### src/lossw_pkg.sv
// shared types, widths and constants of the line-of-sight ray sweep
`default_nettype none

package lossw_pkg;

  // field and datapath widths
  localparam int OFS_W      = 14;
  localparam int ELEV_W     = 16;
  localparam int SRC_W      = 17;
  localparam int CELL_W     = 23;
  localparam int RANGE_W    = 13;
  localparam int INV_W      = 20;
  localparam int DIST_W     = 40;
  localparam int STEP_W     = 24;
  localparam int LIM_W      = 36;
  localparam int SLOPE_W    = 48;
  localparam int QUOT_W     = 47;
  localparam int MAG_W      = 41;
  localparam int CFG_IDX_W  = 3;
  localparam int CFG_DATA_W = 23;

  localparam int MAX_RADIUS_DEFAULT = 4096;

  // no-data threshold in meters
  localparam logic signed [ELEV_W-1:0] NODATA_LIMIT = -16'sd9000;
  // sqrt2 as Q1.30
  localparam logic [30:0] SQRT2_Q30 = 31'd1518500250;

  // configuration register indexes
  typedef enum logic [CFG_IDX_W-1:0] {
    CFG_SRC_ELEV  = 3'd0,
    CFG_CELL_SIZE = 3'd1,
    CFG_RANGE     = 3'd2,
    CFG_CURV_ON   = 3'd3,
    CFG_INV_2R    = 3'd4
  } cfg_idx_t;

  // sequencer states
  typedef enum logic [3:0] {
    ST_IDLE,
    ST_LIM,
    ST_BRES,
    ST_SQ2,
    ST_MDL,
    ST_MDH,
    ST_MSS,
    ST_MKH,
    ST_MKL,
    ST_DIST,
    ST_DIV,
    ST_JUDGE,
    ST_FIN
  } st_t;

  // divider status toward the sequencer
  typedef struct packed {
    logic busy;
    logic done;
  } div_stat_t;

endpackage

`default_nettype wire

### src/lossw_if.sv
// handshake channel interfaces of the line-of-sight ray sweep
`default_nettype none

interface lossw_in_if;
  logic                                  valid;
  logic                                  ready;
  logic                                  mode;
  logic signed [lossw_pkg::OFS_W-1:0]    end_row_offset;
  logic signed [lossw_pkg::OFS_W-1:0]    end_col_offset;
  logic signed [lossw_pkg::ELEV_W-1:0]   elevation;
  modport source (output valid, mode, end_row_offset, end_col_offset, elevation,
                  input ready);
  modport sink (input valid, mode, end_row_offset, end_col_offset, elevation,
                output ready);
endinterface

interface lossw_out_if;
  logic                                  valid;
  logic                                  ready;
  logic                                  visible;
  logic signed [lossw_pkg::OFS_W-1:0]    judged_row_offset;
  logic signed [lossw_pkg::OFS_W-1:0]    judged_col_offset;
  logic signed [lossw_pkg::OFS_W-1:0]    request_row_offset;
  logic signed [lossw_pkg::OFS_W-1:0]    request_col_offset;
  logic                                  ray_done;
  modport source (output valid, visible, judged_row_offset, judged_col_offset,
                  request_row_offset, request_col_offset, ray_done, input ready);
  modport sink (input valid, visible, judged_row_offset, judged_col_offset,
                request_row_offset, request_col_offset, ray_done, output ready);
endinterface

interface lossw_cfg_if;
  logic                                  valid;
  logic                                  ready;
  logic [lossw_pkg::CFG_IDX_W-1:0]       index;
  logic [lossw_pkg::CFG_DATA_W-1:0]      data;
  modport source (output valid, index, data, input ready);
  modport sink (input valid, index, data, output ready);
endinterface

`default_nettype wire

### src/lossw_div.sv
// radix-2 restoring divider for the Q.24 slope, with saturation
`default_nettype none

module lossw_div (
  input  wire logic                          clk,
  input  wire logic                          rst_n,
  input  wire logic                          start,
  input  wire logic [lossw_pkg::MAG_W-1:0]   mag,
  input  wire logic [lossw_pkg::DIST_W-1:0]  den,
  output lossw_pkg::div_stat_t               stat,
  output logic [lossw_pkg::QUOT_W-1:0]       quot
);

  localparam int CNT_W = $clog2(lossw_pkg::QUOT_W + 1);
  localparam int CMP_W = lossw_pkg::DIST_W + 24;

  logic [CNT_W-1:0]                cnt_r;
  logic                            busy_r;
  logic                            done_r;
  logic [lossw_pkg::DIST_W-1:0]    rem_r;
  logic [lossw_pkg::DIST_W-1:0]    den_r;
  logic [lossw_pkg::QUOT_W-1:0]    sh_r;

  logic [lossw_pkg::DIST_W:0]      rs;
  logic [lossw_pkg::DIST_W:0]      diff;
  logic                            ge;
  logic                            sat;

  // quotient would not fit 47 bits
  assign sat = {(CMP_W - lossw_pkg::MAG_W)'(0), mag} >= {1'b0, den, 23'b0};

  // one quotient bit per cycle
  assign rs   = {rem_r, sh_r[lossw_pkg::QUOT_W-1]};
  assign diff = rs - {1'b0, den_r};
  assign ge   = rs >= {1'b0, den_r};

  always_ff @(posedge clk) begin
    if (!rst_n) begin
      cnt_r  <= '0;
      busy_r <= 1'b0;
      done_r <= 1'b0;
    end else begin
      // done pulses on a saturated start or after the last quotient bit
      done_r <= start ? sat : (busy_r && (cnt_r == CNT_W'(1)));
      if (start) begin
        den_r <= den;
        if (sat) begin
          sh_r   <= '1;
        end else begin
          rem_r  <= {(lossw_pkg::DIST_W - 18)'(0), mag[40:23]};
          sh_r   <= {mag[22:0], 24'b0};
          cnt_r  <= CNT_W'(lossw_pkg::QUOT_W);
          busy_r <= 1'b1;
        end
      end else if (busy_r) begin
        rem_r <= ge ? diff[lossw_pkg::DIST_W-1:0] : rs[lossw_pkg::DIST_W-1:0];
        sh_r  <= {sh_r[lossw_pkg::QUOT_W-2:0], ge};
        cnt_r <= cnt_r - CNT_W'(1);
        if (cnt_r == CNT_W'(1)) begin
          busy_r <= 1'b0;
        end
      end
    end
  end

  assign stat.busy = busy_r;
  assign stat.done = done_r;
  assign quot      = sh_r;

endmodule

`default_nettype wire

### src/line_of_sight_ray_sweep_unit.sv
// top level: bresenham ray walker with max-slope visibility test
//
//   channel | dir | beat
//   in_ch   | in  | start (end offsets) or elevation sample
//   out_ch  | out | one verdict and next request per input beat
//   cfg_ch  | in  | register index and write data, always ready
//
// starts and samples run through the sequencer states: one shared 32x32
// multiplier walks the range limit, sqrt2 step and five curvature products,
// and the slope divider retires one quotient bit per cycle (47 bits).
// in_ready is high only while the sequencer is idle; a waiting result sits in
// the output register and holds the sequencer at its last step until taken.
// reset is synchronous and needs no clearing pass.
`default_nettype none

module line_of_sight_ray_sweep_unit #(
  parameter int MAX_RADIUS = lossw_pkg::MAX_RADIUS_DEFAULT
) (
  input  wire logic  clk,
  input  wire logic  rst_n,
  lossw_in_if.sink   in_ch,
  lossw_out_if.source out_ch,
  lossw_cfg_if.sink  cfg_ch
);

  localparam logic [15:0] MaxRad = 16'(MAX_RADIUS);

  // configuration registers
  logic signed [lossw_pkg::SRC_W-1:0]  src_elev_r;
  logic [lossw_pkg::CELL_W-1:0]        cell_size_r;
  logic [lossw_pkg::RANGE_W-1:0]       range_r;
  logic                                curv_r;
  logic [lossw_pkg::INV_W-1:0]         inv_r;

  // ray state
  lossw_pkg::st_t                      state_r, state_nxt;
  logic signed [14:0]                  err_r;
  logic signed [lossw_pkg::OFS_W-1:0]  pos_row_r, pos_col_r;
  logic signed [lossw_pkg::OFS_W-1:0]  tgt_row_r, tgt_col_r;
  logic [lossw_pkg::OFS_W-1:0]         adx_r, ady_r;
  logic [lossw_pkg::DIST_W-1:0]        dist_r;
  logic [lossw_pkg::DIST_W-1:0]        drop_r;
  logic signed [lossw_pkg::SLOPE_W-1:0] best_r;
  logic                                active_r;
  logic [lossw_pkg::STEP_W-1:0]        step_r;
  logic [lossw_pkg::LIM_W-1:0]         lim_r;
  logic [63:0]                         acc_r;
  logic [52:0]                         t_r;
  logic                                neg_r;
  logic                                vis_r;
  logic signed [lossw_pkg::OFS_W-1:0]  jr_r, jc_r;

  // output register
  logic                                out_valid_r;
  logic                                out_vis_r;
  logic signed [lossw_pkg::OFS_W-1:0]  out_jr_r, out_jc_r, out_qr_r, out_qc_r;
  logic                                out_done_r;

  // shared multiplier
  logic [31:0]                         mul_a, mul_b;
  logic [63:0]                         prod;

  // divider
  logic                                div_start;
  lossw_pkg::div_stat_t                div_stat;
  logic [lossw_pkg::QUOT_W-1:0]        quot;

  logic                                in_acc;
  logic [lossw_pkg::CELL_W-1:0]        cs_eff;
  logic [lossw_pkg::RANGE_W-1:0]       rng;
  logic [lossw_pkg::OFS_W-1:0]         in_adx, in_ady;
  logic                                start_zero;
  logic                                nodata;
  logic signed [17:0]                  elev_diff;
  logic signed [41:0]                  num;
  logic [lossw_pkg::MAG_W-1:0]         num_mag;
  logic signed [15:0]                  e2;
  logic                                mv_row, mv_col;
  logic signed [lossw_pkg::SLOPE_W-1:0] slope;
  logic                                at_target;
  logic                                out_free;
  logic [53:0]                         sq2_rnd;
  logic [52:0]                         kl_sum;
  logic [40:0]                         drop_sum;
  logic [lossw_pkg::DIST_W-1:0]        dist_sum;

  assign in_acc   = in_ch.valid && in_ch.ready;
  assign out_free = !out_valid_r || out_ch.ready;
  assign cs_eff   = (cell_size_r == '0) ? lossw_pkg::CELL_W'(1) : cell_size_r;
  assign rng      = ({3'b0, range_r} < MaxRad) ? range_r : MaxRad[lossw_pkg::RANGE_W-1:0];

  // start decode
  assign in_adx = in_ch.end_row_offset[13] ? 14'(-in_ch.end_row_offset)
                                           : in_ch.end_row_offset;
  assign in_ady = in_ch.end_col_offset[13] ? 14'(-in_ch.end_col_offset)
                                           : in_ch.end_col_offset;
  assign start_zero = (in_ch.end_row_offset == '0) && (in_ch.end_col_offset == '0);

  // sample numerator: (elev - source) * 4096 - drop
  assign nodata    = in_ch.elevation < lossw_pkg::NODATA_LIMIT;
  assign elev_diff = 18'(in_ch.elevation) - 18'(src_elev_r);
  assign num       = {{12{elev_diff[17]}}, elev_diff, 12'b0} - {2'b0, drop_r};
  assign num_mag   = num[41] ? 41'(-num) : num[40:0];

  // bresenham step decision
  assign e2     = {err_r, 1'b0};
  assign mv_row = e2 > -$signed({2'b0, ady_r});
  assign mv_col = e2 < $signed({2'b0, adx_r});

  assign slope     = neg_r ? -$signed({1'b0, quot}) : $signed({1'b0, quot});
  assign at_target = (pos_row_r == tgt_row_r) && (pos_col_r == tgt_col_r);

  assign prod     = 64'(mul_a) * 64'(mul_b);
  assign sq2_rnd  = prod[53:0] + 54'(1 << 29);
  assign kl_sum   = t_r + 53'(prod[51:32]);
  assign drop_sum = {1'b0, drop_r} + 41'(kl_sum[52:20]);
  assign dist_sum = dist_r + lossw_pkg::DIST_W'(step_r);

  lossw_div u_div (
    .clk   (clk),
    .rst_n (rst_n),
    .start (div_start),
    .mag   (num_mag),
    .den   (dist_r),
    .stat  (div_stat),
    .quot  (quot)
  );

  // next state
  always_comb begin
    state_nxt = state_r;
    unique case (state_r)
      lossw_pkg::ST_IDLE: begin
        if (in_acc) begin
          if (!in_ch.mode)
            state_nxt = start_zero ? lossw_pkg::ST_FIN : lossw_pkg::ST_LIM;
          else if (!active_r || nodata)
            state_nxt = lossw_pkg::ST_FIN;
          else
            state_nxt = lossw_pkg::ST_DIV;
        end
      end
      lossw_pkg::ST_LIM:  state_nxt = lossw_pkg::ST_BRES;
      lossw_pkg::ST_BRES: begin
        if (mv_row && mv_col)
          state_nxt = lossw_pkg::ST_SQ2;
        else
          state_nxt = curv_r ? lossw_pkg::ST_MDL : lossw_pkg::ST_DIST;
      end
      lossw_pkg::ST_SQ2:  state_nxt = curv_r ? lossw_pkg::ST_MDL : lossw_pkg::ST_DIST;
      lossw_pkg::ST_MDL:  state_nxt = lossw_pkg::ST_MDH;
      lossw_pkg::ST_MDH:  state_nxt = lossw_pkg::ST_MSS;
      lossw_pkg::ST_MSS:  state_nxt = lossw_pkg::ST_MKH;
      lossw_pkg::ST_MKH:  state_nxt = lossw_pkg::ST_MKL;
      lossw_pkg::ST_MKL:  state_nxt = lossw_pkg::ST_DIST;
      lossw_pkg::ST_DIST: state_nxt = lossw_pkg::ST_FIN;
      lossw_pkg::ST_DIV: begin
        if (div_stat.done)
          state_nxt = lossw_pkg::ST_JUDGE;
      end
      lossw_pkg::ST_JUDGE: state_nxt = at_target ? lossw_pkg::ST_FIN : lossw_pkg::ST_LIM;
      lossw_pkg::ST_FIN: begin
        if (out_free)
          state_nxt = lossw_pkg::ST_IDLE;
      end
      default: state_nxt = lossw_pkg::ST_IDLE;
    endcase
  end

  // sequencer outputs: multiplier operands, divider kick, input ready
  always_comb begin
    mul_a     = '0;
    mul_b     = '0;
    div_start = 1'b0;
    unique case (state_r)
      lossw_pkg::ST_IDLE: begin
        div_start = in_acc && in_ch.mode && active_r && !nodata;
      end
      lossw_pkg::ST_LIM: begin
        mul_a = 32'(rng);
        mul_b = 32'(cs_eff);
      end
      lossw_pkg::ST_SQ2: begin
        mul_a = 32'(cs_eff);
        mul_b = 32'(lossw_pkg::SQRT2_Q30);
      end
      lossw_pkg::ST_MDL: begin
        mul_a = 32'(dist_r[19:0]);
        mul_b = 32'(step_r);
      end
      lossw_pkg::ST_MDH: begin
        mul_a = 32'(dist_r[39:20]);
        mul_b = 32'(step_r);
      end
      lossw_pkg::ST_MSS: begin
        mul_a = 32'(step_r);
        mul_b = 32'(step_r);
      end
      lossw_pkg::ST_MKH: begin
        mul_a = acc_r[63:32];
        mul_b = 32'(inv_r);
      end
      lossw_pkg::ST_MKL: begin
        mul_a = acc_r[31:0];
        mul_b = 32'(inv_r);
      end
      default: begin
        mul_a = '0;
      end
    endcase
  end

  assign in_ch.ready  = (state_r == lossw_pkg::ST_IDLE);
  assign cfg_ch.ready = 1'b1;

  // configuration writes
  always_ff @(posedge clk) begin
    if (!rst_n) begin
      src_elev_r  <= '0;
      cell_size_r <= 23'd122880;
      range_r     <= 13'd4096;
      curv_r      <= 1'b1;
      inv_r       <= 20'd86300;
    end else if (cfg_ch.valid && cfg_ch.ready) begin
      unique case (cfg_ch.index)
        lossw_pkg::CFG_SRC_ELEV:  src_elev_r  <= cfg_ch.data[lossw_pkg::SRC_W-1:0];
        lossw_pkg::CFG_CELL_SIZE: cell_size_r <= cfg_ch.data;
        lossw_pkg::CFG_RANGE:     range_r     <= cfg_ch.data[lossw_pkg::RANGE_W-1:0];
        lossw_pkg::CFG_CURV_ON:   curv_r      <= cfg_ch.data[0];
        lossw_pkg::CFG_INV_2R:    inv_r       <= cfg_ch.data[lossw_pkg::INV_W-1:0];
        default: begin
          curv_r <= curv_r;
        end
      endcase
    end
  end

  // ray datapath
  always_ff @(posedge clk) begin
    if (!rst_n) begin
      state_r   <= lossw_pkg::ST_IDLE;
      err_r     <= '0;
      pos_row_r <= '0;
      pos_col_r <= '0;
      tgt_row_r <= '0;
      tgt_col_r <= '0;
      adx_r     <= '0;
      ady_r     <= '0;
      dist_r    <= '0;
      drop_r    <= '0;
      best_r    <= {1'b1, {(lossw_pkg::SLOPE_W-1){1'b0}}};
      active_r  <= 1'b0;
    end else begin
      state_r <= state_nxt;
      unique case (state_r)
        lossw_pkg::ST_IDLE: begin
          if (in_acc) begin
            vis_r <= 1'b0;
            jr_r  <= '0;
            jc_r  <= '0;
            if (!in_ch.mode) begin
              tgt_row_r <= in_ch.end_row_offset;
              tgt_col_r <= in_ch.end_col_offset;
              adx_r     <= in_adx;
              ady_r     <= in_ady;
              err_r     <= 15'({1'b0, in_adx}) - 15'({1'b0, in_ady});
              pos_row_r <= '0;
              pos_col_r <= '0;
              dist_r    <= '0;
              drop_r    <= '0;
              best_r    <= {1'b1, {(lossw_pkg::SLOPE_W-1){1'b0}}};
              active_r  <= !start_zero;
            end else if (active_r) begin
              jr_r  <= pos_row_r;
              jc_r  <= pos_col_r;
              neg_r <= num[41];
              if (nodata)
                active_r <= 1'b0;
            end
          end
        end
        lossw_pkg::ST_LIM: begin
          lim_r <= prod[lossw_pkg::LIM_W-1:0];
        end
        lossw_pkg::ST_BRES: begin
          err_r <= err_r - (mv_row ? 15'({1'b0, ady_r}) : 15'(0))
                         + (mv_col ? 15'({1'b0, adx_r}) : 15'(0));
          if (mv_row)
            pos_row_r <= pos_row_r + ((tgt_row_r > 0) ? 14'sd1 : -14'sd1);
          if (mv_col)
            pos_col_r <= pos_col_r + ((tgt_col_r > 0) ? 14'sd1 : -14'sd1);
          step_r <= lossw_pkg::STEP_W'(cs_eff);
        end
        lossw_pkg::ST_SQ2: step_r <= sq2_rnd[53:30];
        lossw_pkg::ST_MDL: acc_r  <= prod;
        lossw_pkg::ST_MDH: acc_r  <= acc_r + {prod[43:0], 20'b0};
        lossw_pkg::ST_MSS: acc_r  <= {acc_r[62:0], 1'b0} + prod;
        lossw_pkg::ST_MKH: t_r    <= 53'(prod[51:0]) + 53'(1 << 19);
        lossw_pkg::ST_MKL: drop_r <= drop_sum[40] ? '1 : drop_sum[39:0];
        lossw_pkg::ST_DIST: begin
          dist_r   <= dist_sum;
          active_r <= dist_sum <= lossw_pkg::DIST_W'(lim_r);
        end
        lossw_pkg::ST_JUDGE: begin
          if (slope >= best_r) begin
            vis_r  <= 1'b1;
            best_r <= slope;
          end
          if (at_target)
            active_r <= 1'b0;
        end
        default: begin
          vis_r <= vis_r;
        end
      endcase
    end
  end

  // output register
  always_ff @(posedge clk) begin
    if (!rst_n) begin
      out_valid_r <= 1'b0;
    end else begin
      if (state_r == lossw_pkg::ST_FIN && out_free) begin
        out_valid_r <= 1'b1;
        out_vis_r   <= vis_r;
        out_jr_r    <= jr_r;
        out_jc_r    <= jc_r;
        out_qr_r    <= active_r ? pos_row_r : '0;
        out_qc_r    <= active_r ? pos_col_r : '0;
        out_done_r  <= !active_r;
      end else if (out_ch.ready) begin
        out_valid_r <= 1'b0;
      end
    end
  end

  assign out_ch.valid              = out_valid_r;
  assign out_ch.visible            = out_vis_r;
  assign out_ch.judged_row_offset  = out_jr_r;
  assign out_ch.judged_col_offset  = out_jc_r;
  assign out_ch.request_row_offset = out_qr_r;
  assign out_ch.request_col_offset = out_qc_r;
  assign out_ch.ray_done           = out_done_r;

endmodule

`default_nettype wire

### src/flat_wrapper.sv
// flat-port wrapper written by rule: the top's interface ports become plain ports
module line_of_sight_ray_sweep_unit_flat 
#(
  parameter int MAX_RADIUS = lossw_pkg::MAX_RADIUS_DEFAULT
)
  (clk, rst_n, in_ch_valid, in_ch_mode, in_ch_end_row_offset, in_ch_end_col_offset, in_ch_elevation, in_ch_ready, out_ch_valid, out_ch_visible, out_ch_judged_row_offset, out_ch_judged_col_offset, out_ch_request_row_offset, out_ch_request_col_offset, out_ch_ray_done, out_ch_ready, cfg_ch_valid, cfg_ch_index, cfg_ch_data, cfg_ch_ready);
  lossw_in_if in_ch_i ();
  lossw_out_if out_ch_i ();
  lossw_cfg_if cfg_ch_i ();
  input  wire logic clk;
  input  wire logic rst_n;
  input wire logic [$bits(in_ch_i.valid)-1:0] in_ch_valid;
  input wire logic [$bits(in_ch_i.mode)-1:0] in_ch_mode;
  input wire logic [$bits(in_ch_i.end_row_offset)-1:0] in_ch_end_row_offset;
  input wire logic [$bits(in_ch_i.end_col_offset)-1:0] in_ch_end_col_offset;
  input wire logic [$bits(in_ch_i.elevation)-1:0] in_ch_elevation;
  output wire logic [$bits(in_ch_i.ready)-1:0] in_ch_ready;
  output wire logic [$bits(out_ch_i.valid)-1:0] out_ch_valid;
  output wire logic [$bits(out_ch_i.visible)-1:0] out_ch_visible;
  output wire logic [$bits(out_ch_i.judged_row_offset)-1:0] out_ch_judged_row_offset;
  output wire logic [$bits(out_ch_i.judged_col_offset)-1:0] out_ch_judged_col_offset;
  output wire logic [$bits(out_ch_i.request_row_offset)-1:0] out_ch_request_row_offset;
  output wire logic [$bits(out_ch_i.request_col_offset)-1:0] out_ch_request_col_offset;
  output wire logic [$bits(out_ch_i.ray_done)-1:0] out_ch_ray_done;
  input wire logic [$bits(out_ch_i.ready)-1:0] out_ch_ready;
  input wire logic [$bits(cfg_ch_i.valid)-1:0] cfg_ch_valid;
  input wire logic [$bits(cfg_ch_i.index)-1:0] cfg_ch_index;
  input wire logic [$bits(cfg_ch_i.data)-1:0] cfg_ch_data;
  output wire logic [$bits(cfg_ch_i.ready)-1:0] cfg_ch_ready;
  assign in_ch_i.valid = in_ch_valid;
  assign in_ch_i.mode = in_ch_mode;
  assign in_ch_i.end_row_offset = in_ch_end_row_offset;
  assign in_ch_i.end_col_offset = in_ch_end_col_offset;
  assign in_ch_i.elevation = in_ch_elevation;
  assign in_ch_ready = in_ch_i.ready;
  assign out_ch_valid = out_ch_i.valid;
  assign out_ch_visible = out_ch_i.visible;
  assign out_ch_judged_row_offset = out_ch_i.judged_row_offset;
  assign out_ch_judged_col_offset = out_ch_i.judged_col_offset;
  assign out_ch_request_row_offset = out_ch_i.request_row_offset;
  assign out_ch_request_col_offset = out_ch_i.request_col_offset;
  assign out_ch_ray_done = out_ch_i.ray_done;
  assign out_ch_i.ready = out_ch_ready;
  assign cfg_ch_i.valid = cfg_ch_valid;
  assign cfg_ch_i.index = cfg_ch_index;
  assign cfg_ch_i.data = cfg_ch_data;
  assign cfg_ch_ready = cfg_ch_i.ready;
  line_of_sight_ray_sweep_unit #(.MAX_RADIUS(MAX_RADIUS)) u_core (.clk(clk), .rst_n(rst_n), .in_ch(in_ch_i), .out_ch(out_ch_i), .cfg_ch(cfg_ch_i));
endmodule
### config.mk
export PLATFORM = sky130hd
export DESIGN_NAME = line_of_sight_ray_sweep_unit_flat
export DESIGN_NICKNAME = d
export VERILOG_FILES = /design/src/lossw_pkg.sv /design/src/lossw_if.sv /design/src/lossw_div.sv /design/src/line_of_sight_ray_sweep_unit.sv /design/src/flat_wrapper.sv
export SDC_FILE = /design/constraint.sdc
export NUM_CORES = 2
export LEC_CHECK = 0
export BUFFER_PORTS_ARGS = -buffer_cell sky130_fd_sc_hd__clkbuf_2
export CELL_PAD_IN_SITES_DETAIL_PLACEMENT = 0
export CELL_PAD_IN_SITES_GLOBAL_PLACEMENT = 1
export CORE_MARGIN = 3
export CORE_UTILIZATION = 35
export DETAILED_ROUTE_END_ITERATION = 6
export PLACE_DENSITY = 0.64
export SETUP_SLACK_MARGIN = 0.3
export SLEW_MARGIN = 20
export SYNTH_ARGS = -nofsm -noshare
export SYNTH_HDL_FRONTEND = slang
export SYNTH_SLANG_ARGS = --single-unit
### constraint.sdc
create_clock -name clk -period 13.58 [get_ports clk]
set_input_delay 0.679 -clock clk [delete_from_list [all_inputs] [get_ports clk]]
set_output_delay 0.679 -clock clk [all_outputs]
set_load 0.005 [all_outputs]
# Word level (Yosys, flattened, before mapping)
# Cells that the tools add are included.
# classes
n_eq_ne	28
magnitude_cmp	10
add_sub_neg	21
n_mux	71
bitwise_logic	1
reduce_logical	57
mul	1
# op_table
cell	n
two-way mux 40 bit	7
one-hot mux 32 bit (7 select lines)	1
two-way mux 48 bit	4
one-hot mux 64 bit (3 select lines)	1
two-way mux 14 bit	12
one-hot mux 40 bit (2 select lines)	2
two-way mux 47 bit	3
adder 64 bit	2
one-hot mux 31 bit (4 select lines)	1
one-hot mux 48 bit (2 select lines)	1
>= comparator 41 x 63 -> 1 bit	1
multiplier 32 x 31 -> 63 bit	1
one-hot mux 14 bit (2 select lines)	2
adder 54 x 30 -> 54 bit, second input constant	1
adder 52 x 20 -> 53 bit, second input constant	1
adder 53 x 20 -> 53 bit	1
one-hot mux 4 bit (13 select lines)	1
>= comparator 48 bit	1
negation 47 -> 48 bit	1
one-hot mux 24 bit (2 select lines)	1
subtractor 30 x 41 -> 42 bit	1
adder 40 x 33 -> 41 bit	1
>= comparator 41 x 40 -> 1 bit	1
two-way mux 41 bit	1
other kinds (54)	140
# word_totals
elab_cells	227
ff_bits	707
output_inout_bits	61

# Depth between registers and ports, before layout
# logic_depth
word_depth	8
ltp_mapped	67

# Cells and area by module
# From an unflattened synthesis, not the netlist that was laid out.
# unflattened
hier_cells	9708
hier_area_um2	82565.4
# by_module_without_submodules
module	seq_area_each_um2	cells_each	instances	area_each_um2
line_of_sight_ray_sweep_unit	14063.5	8843	1	74193.7
lossw_div	3973.8	865	1	8371.8

# Least setup slack after synthesis
# OpenSTA, ideal clock, no wires.
# synth_timing
path_kind	reg-to-reg
startpoint	register u_core.state_r[0]
endpoint	register u_core.drop_r[37] in the netlist's numbering
required_ns	13.466
path_stages_with_launch	64
setup_slack_ns	-0.450
period_less_slack_ns	14.030
n_path_buf	9
arrival_time_ns	13.915
path_cell_list	dfxtp_1 > nand2b_1 > clkbuf_1 > nand2b_1 > clkbuf_1 > o21ai_0 > clkbuf_1 > buf_1 > nand2_1 > nand2_1 > clkbuf_1 > buf_1 > nand2_1 > fa_1 > inv_1 > fa_1 > inv_1 > fa_1 > [... 28 more ...] > a31oi_1 > nor4_1 > clkbuf_1 > nand3_1 > xnor2_1 > ha_1 > a21o_1 > a21oi_1 > nor2_1 > a311oi_1 > a21oi_1 > o311ai_0 > o2111ai_1 > a21o_1 > a21o_1 > nand3_1 > nor3_1 > a2111oi_0
# synth_via
elab_chain_len	8
elab_cells_between_ends	22
cone_classes	2 x add/sub; 1 x mul; 9 x eq/ne; 4 x mux; 6 x reduce/logical
# synth_rtl
item	line_no	source
from (decl)	line_of_sight_ray_sweep_unit.sv:36	lossw_pkg::st_t state_r, state_nxt;
from (signal assigned)	line_of_sight_ray_sweep_unit.sv:241	state_r <= lossw_pkg::ST_IDLE;
from (signal assigned)	line_of_sight_ray_sweep_unit.sv:254	state_r <= state_nxt;
equality test 4 x 3 -> 1 bit or equality test 4 bit (tied branches)	line_of_sight_ray_sweep_unit.sv:175, line_of_sight_ray_sweep_unit.sv:255	
OR reduction 3 bit (no source line) or OR reduction 2 bit (tied branches)	n/a	
one-hot mux 31 bit (4 select lines)	line_of_sight_ray_sweep_unit.sv:175	unique case (state_r)
multiplier 32 x 31 -> 63 bit	line_of_sight_ray_sweep_unit.sv:113	assign prod = 64'(mul_a) * 64'(mul_b);
adder 53 x 20 -> 53 bit	line_of_sight_ray_sweep_unit.sv:115	assign kl_sum = t_r + 53'(prod[51:32]);
adder 40 x 33 -> 41 bit	line_of_sight_ray_sweep_unit.sv:116	assign drop_sum = {1'b0, drop_r} + 41'(kl_sum[52:20]);
two-way mux 40 bit	line_of_sight_ray_sweep_unit.sv:299	lossw_pkg::ST_MKL: drop_r <= drop_sum[40] ? '1 : drop_sum[39:0];
one-hot mux 40 bit (2 select lines)	line_of_sight_ray_sweep_unit.sv:255	unique case (state_r)
to (signal assigned)	line_of_sight_ray_sweep_unit.sv:299	
to (decl)	line_of_sight_ray_sweep_unit.sv:42	logic [lossw_pkg::DIST_W-1:0] drop_r;
# Parallel ways exist; a longest one is shown, timed or not.
# A chain may end at the register's enable or synchronous reset.

# Worst setup path after layout
# layout_timing
startpoint	register u_core.state_r[2]
endpoint	register u_core.drop_r[37] in the netlist's numbering
# Same word-level chain as after synthesis.

==> impl_metrics.json <==
{
  "run_status": "finished, final reports clean",
  "cts_max_level": 3,
  "critPathMaxFanout": 6,
  "drc": 0,
  "path_class": "flop to flop",
  "setup_tns_ps": 0,
  "drt_wl_total_um": 330700,
  "synthTopCellsByArea": "fa_1 (19%), edfxtp_1 (14%), ha_1 (12%)",
  "tritoncts": "yes",
  "hold_slack_ps": 212.7,
  "clkSinkCount": 705,
  "nets": 12146,
  "grt_max_degree": 119,
  "ys_warn_count": 0,
  "fill_cells": 23336,
  "hold_viol": 0,
  "cts_made_buffers": 90,
  "crit_path_end_kind": "flop",
  "synth_top_area_share_pct": 19.28,
  "seqCellArea_um2": 18050,
  "firstDrtPassIters": 6,
  "drv_slew": 0,
  "cpLargestDelayFamily": "adder cells",
  "fin_skew_ps": 58.76,
  "clk_latency_ps": 750,
  "die_x_um": 491.3,
  "power_density_nw_per_um2": 218.0,
  "tightest_slew_ps": 1184,
  "synth-edff-count": 392,
  "drive_gt1_share_pct": 17.12,
  "gr-total-overflow": 0,
  "max_slew_margin_pct": 20.35,
  "portBuffers": 135,
  "max_freq_mhz": 76.39,
  "p_total_mw": 21.92,
  "setup_viol": 0,
  "final_area_um2": 100600,
  "antenna_found_initial": 10,
  "r2r_slack_ps": 490,
  "num_vias": 73740,
  "timing.final.crit_period_ps": 13090,
  "synth_seq_cells": 705,
  "maxCapViolCount": 0,
  "dp_hpwl_um": 271000,
  "place.gp.congestion": 0.9665,
  "cts_max_path_buffers": 3,
  "final_core_util_pct": 43.08,
  "syn-mean-instance-area_um2": 8.552,
  "cpPeakStageDelay_ps": 580,
  "netlist_area_um2": 82440,
  "syn_inst": 9639,
  "coreArea_um2": 233400,
  "p_leak_nw": 45.34,
  "dpl-instance-area_um2": 93470,
  "fp.dieH_um": 491.3,
  "start_util_pct": 35.32,
  "die_area_um2": 241400,
  "area_delta_synth_final_pct": 21.99,
  "cp-start-kind": "flop",
  "crit_arrival_ps": 13680,
  "clk_pin_slew_worst_paths_ps": 60,
  "crit_required_ps": 14170,
  "grt_pass1_vias": 73296,
  "synth.distinct_cells": 100,
  "antenna_left": 0,
  "ir_drop_mv": 0.1754,
  "track_usage_pct": 26.72,
  "drtIter0Drc": 6083,
  "yosys_most_used_dff": "edfxtp_1",
  "dpl.cell_count": 13394,
  "pre_cts_ws_ps": -711.8,
  "clockRootBuffer": "clkbuf_16",
  "layout.cells.non_filler": 13718,
  "critPathBufInv": 17,
  "synth_area_leader_cell": "fa_1",
  "viasPerCell": 5.375,
  "io_pins": 137,
  "postCtsHoldBufs": 0,
  "fin_ws_ps": 489.9,
  "fin_crit_sh_pct": 96.39,
  "hold_path_class": "primary input to flop",
  "async_flop_share_pct": 0,
  "multi_input_area_um2": 59880,
  "crit_slowest_cell": "fa_1",
  "yosysSeqAreaShare_pct": 21.88,
  "fp-row-count": 177,
  "wire_per_inst_um": 24.11,
  "grt_setup_unrepaired": "true",
  "grt_pass1_wl_um": 485800
}
where the power goes:
group / total [mW] / switching (mW) / internal, mW / leakage, nW
clock: 2.64 / 1.07 / 1.57 / 1.57
combinational: 16.4 / 9.89 / 6.47 / 37.6
sequential: 2.92 / 0.267 / 2.65 / 6.18
total: 21.9 / 11.2 / 10.7 / 45.3
timing repair:
action	in CTS	in global routing
resized for setup	163	435
setup endpoints to repair	40	40
setup buffers	38	98
cloned	5	7
pin swaps	43	282
placed cells by master, fill, tap and decap left out, types with 27 or more instances in the layout:
master / count
a211oi_1: 73
a21o_1: 221
a21oi_1: 527
a22oi_1: 70
a311oi_1: 27
a31oi_1: 73
and2_1: 87
and3_1: 79
buf_12: 111
buf_4: 832
buf_6: 52
clkbuf_16: 102
clkbuf_2: 134
conb_1: 53
dfxtp_1: 309
edfxtp_1: 392
fa_1: 741
fa_2: 53
ha_1: 746
inv_1: 1334
inv_2: 50
mux2i_1: 55
nand2_1: 1112
nand2b_1: 72
nand3_1: 211
nand4_1: 110
nor2_1: 687
nor2_2: 53
nor2b_1: 75
nor3_1: 115
nor4_1: 55
o211ai_1: 57
o21a_1: 83
o21ai_0: 353
o21bai_1: 44
o31ai_1: 49
o41ai_1: 42
or3_1: 51
xnor2_1: 351
xor2_1: 173
worst register-to-register path, delay by kind of cell (launching register included):
kind,cells,cell delay (ps)
adders and majority gates,11,4800
AOI/OAI and AO/OA,19,3820
buffers and inverters,17,2110
and+or+nand+nor,12,1550
DFF,1,340
xor gates and xnor gates,2,290
sequential cells by signal, summed over array words and instances (netlist names), 15 cells and up:
signal and flops:
u_core.u_div.quot 47, u_core.lim_r 36, u_core.acc_r 64, u_core.dist_r 40, u_core.cell_size_r 23, u_core.src_elev_r 17
u_core.step_r 24, u_core.t_r 53, u_core.inv_r 20, u_core.u_div.rem_r 40, u_core.u_div.den_r 40, u_core.err_r 15
u_core.drop_r 40, u_core.best_r 48
synth_stat cells, drive strengths merged, types with 17 or more instances:
| library cell | n |
|---|---|
| and2 | 107 |
| nand4 | 110 |
| a21boi | 25 |
| fa | 794 |
| nand2b | 75 |
| nor4 | 65 |
| or4 | 25 |
| edfxtp | 392 |
| a311oi | 35 |
| o41ai | 42 |
| mux2i | 55 |
| ha | 773 |
| nand3 | 224 |
| nor3 | 127 |
| nand2 | 1134 |
| a211oi | 79 |
| dfxtp | 313 |
| buf | 38 |
| o21a | 84 |
| o22ai | 18 |
| a221oi | 22 |
| o21ai | 381 |
| and3 | 101 |
| clkbuf | 395 |
| or2 | 26 |
| a22oi | 88 |
| nor2 | 758 |
| o21bai | 44 |
| and4 | 22 |
| xor2 | 179 |
| o211ai | 59 |
| a21oi | 559 |
| nor2b | 76 |
| or3 | 53 |
| a22o | 17 |
| a21o | 221 |
| o31ai | 57 |
| a31oi | 78 |
| inv | 1386 |
| xnor2 | 361 |
path summary, 6_finish.rpt:
path / from / end / depth (start not counted)
worst max-delay path: u_core.state_r[2] / u_core.drop_r[37] / 61
worst min-delay path: in_ch_end_row_offset[0] / u_core.adx_r[0] / 3
worst max register to register: u_core.state_r[2] / u_core.drop_r[37] / 61
worst min register to register: u_core.jc_r[6] / u_core.out_ch.judged_col_offset[6] / 0
cells by family (layout without fill, tap and decap cells):
kind of cell,count (synthesis),in the layout,share of synthesized area (%)
other cells,2,58,0.009110
mux,59,59,0.7270
fa+ha+maj,1567,1567,31.01
compound gates,1988,1988,15.73
flops,705,705,21.88
xor+xnor,540,540,5.737
simple gates,2957,2957,16.54
buf+inv,1821,2712,8.357
area by class of cell:
type | count | area share, %
diodes | 5 | 0.01244
clock inverters | 39 | 0.6271
flip-flops and latches | 705 | 17.95
multi-input cells | 7164 | 59.54
clock buffers | 131 | 2.618
repair buffers | 1154 | 10.16
well taps | 3132 | 3.897
inverters | 1388 | 5.193
routing by layer:
| metal | global-route usage (%) | share of wire [%] | vias up | routed length (um) |
|---|---|---|---|---|
| met1 | 36.83 | 44 | 36713 | 147100 |
| met4 | 8.569 | 4.2 | 14 | 13850 |
| met2 | 42.88 | 45 | 2274 | 148600 |
| li1 | - | - | 34234 | - |
| met3 | 4.076 | 6.4 | 505 | 21070 |
| met5 | 0 | 0.030 | - | 100 |
Note: power is estimated with default switching activity, not from simulation.
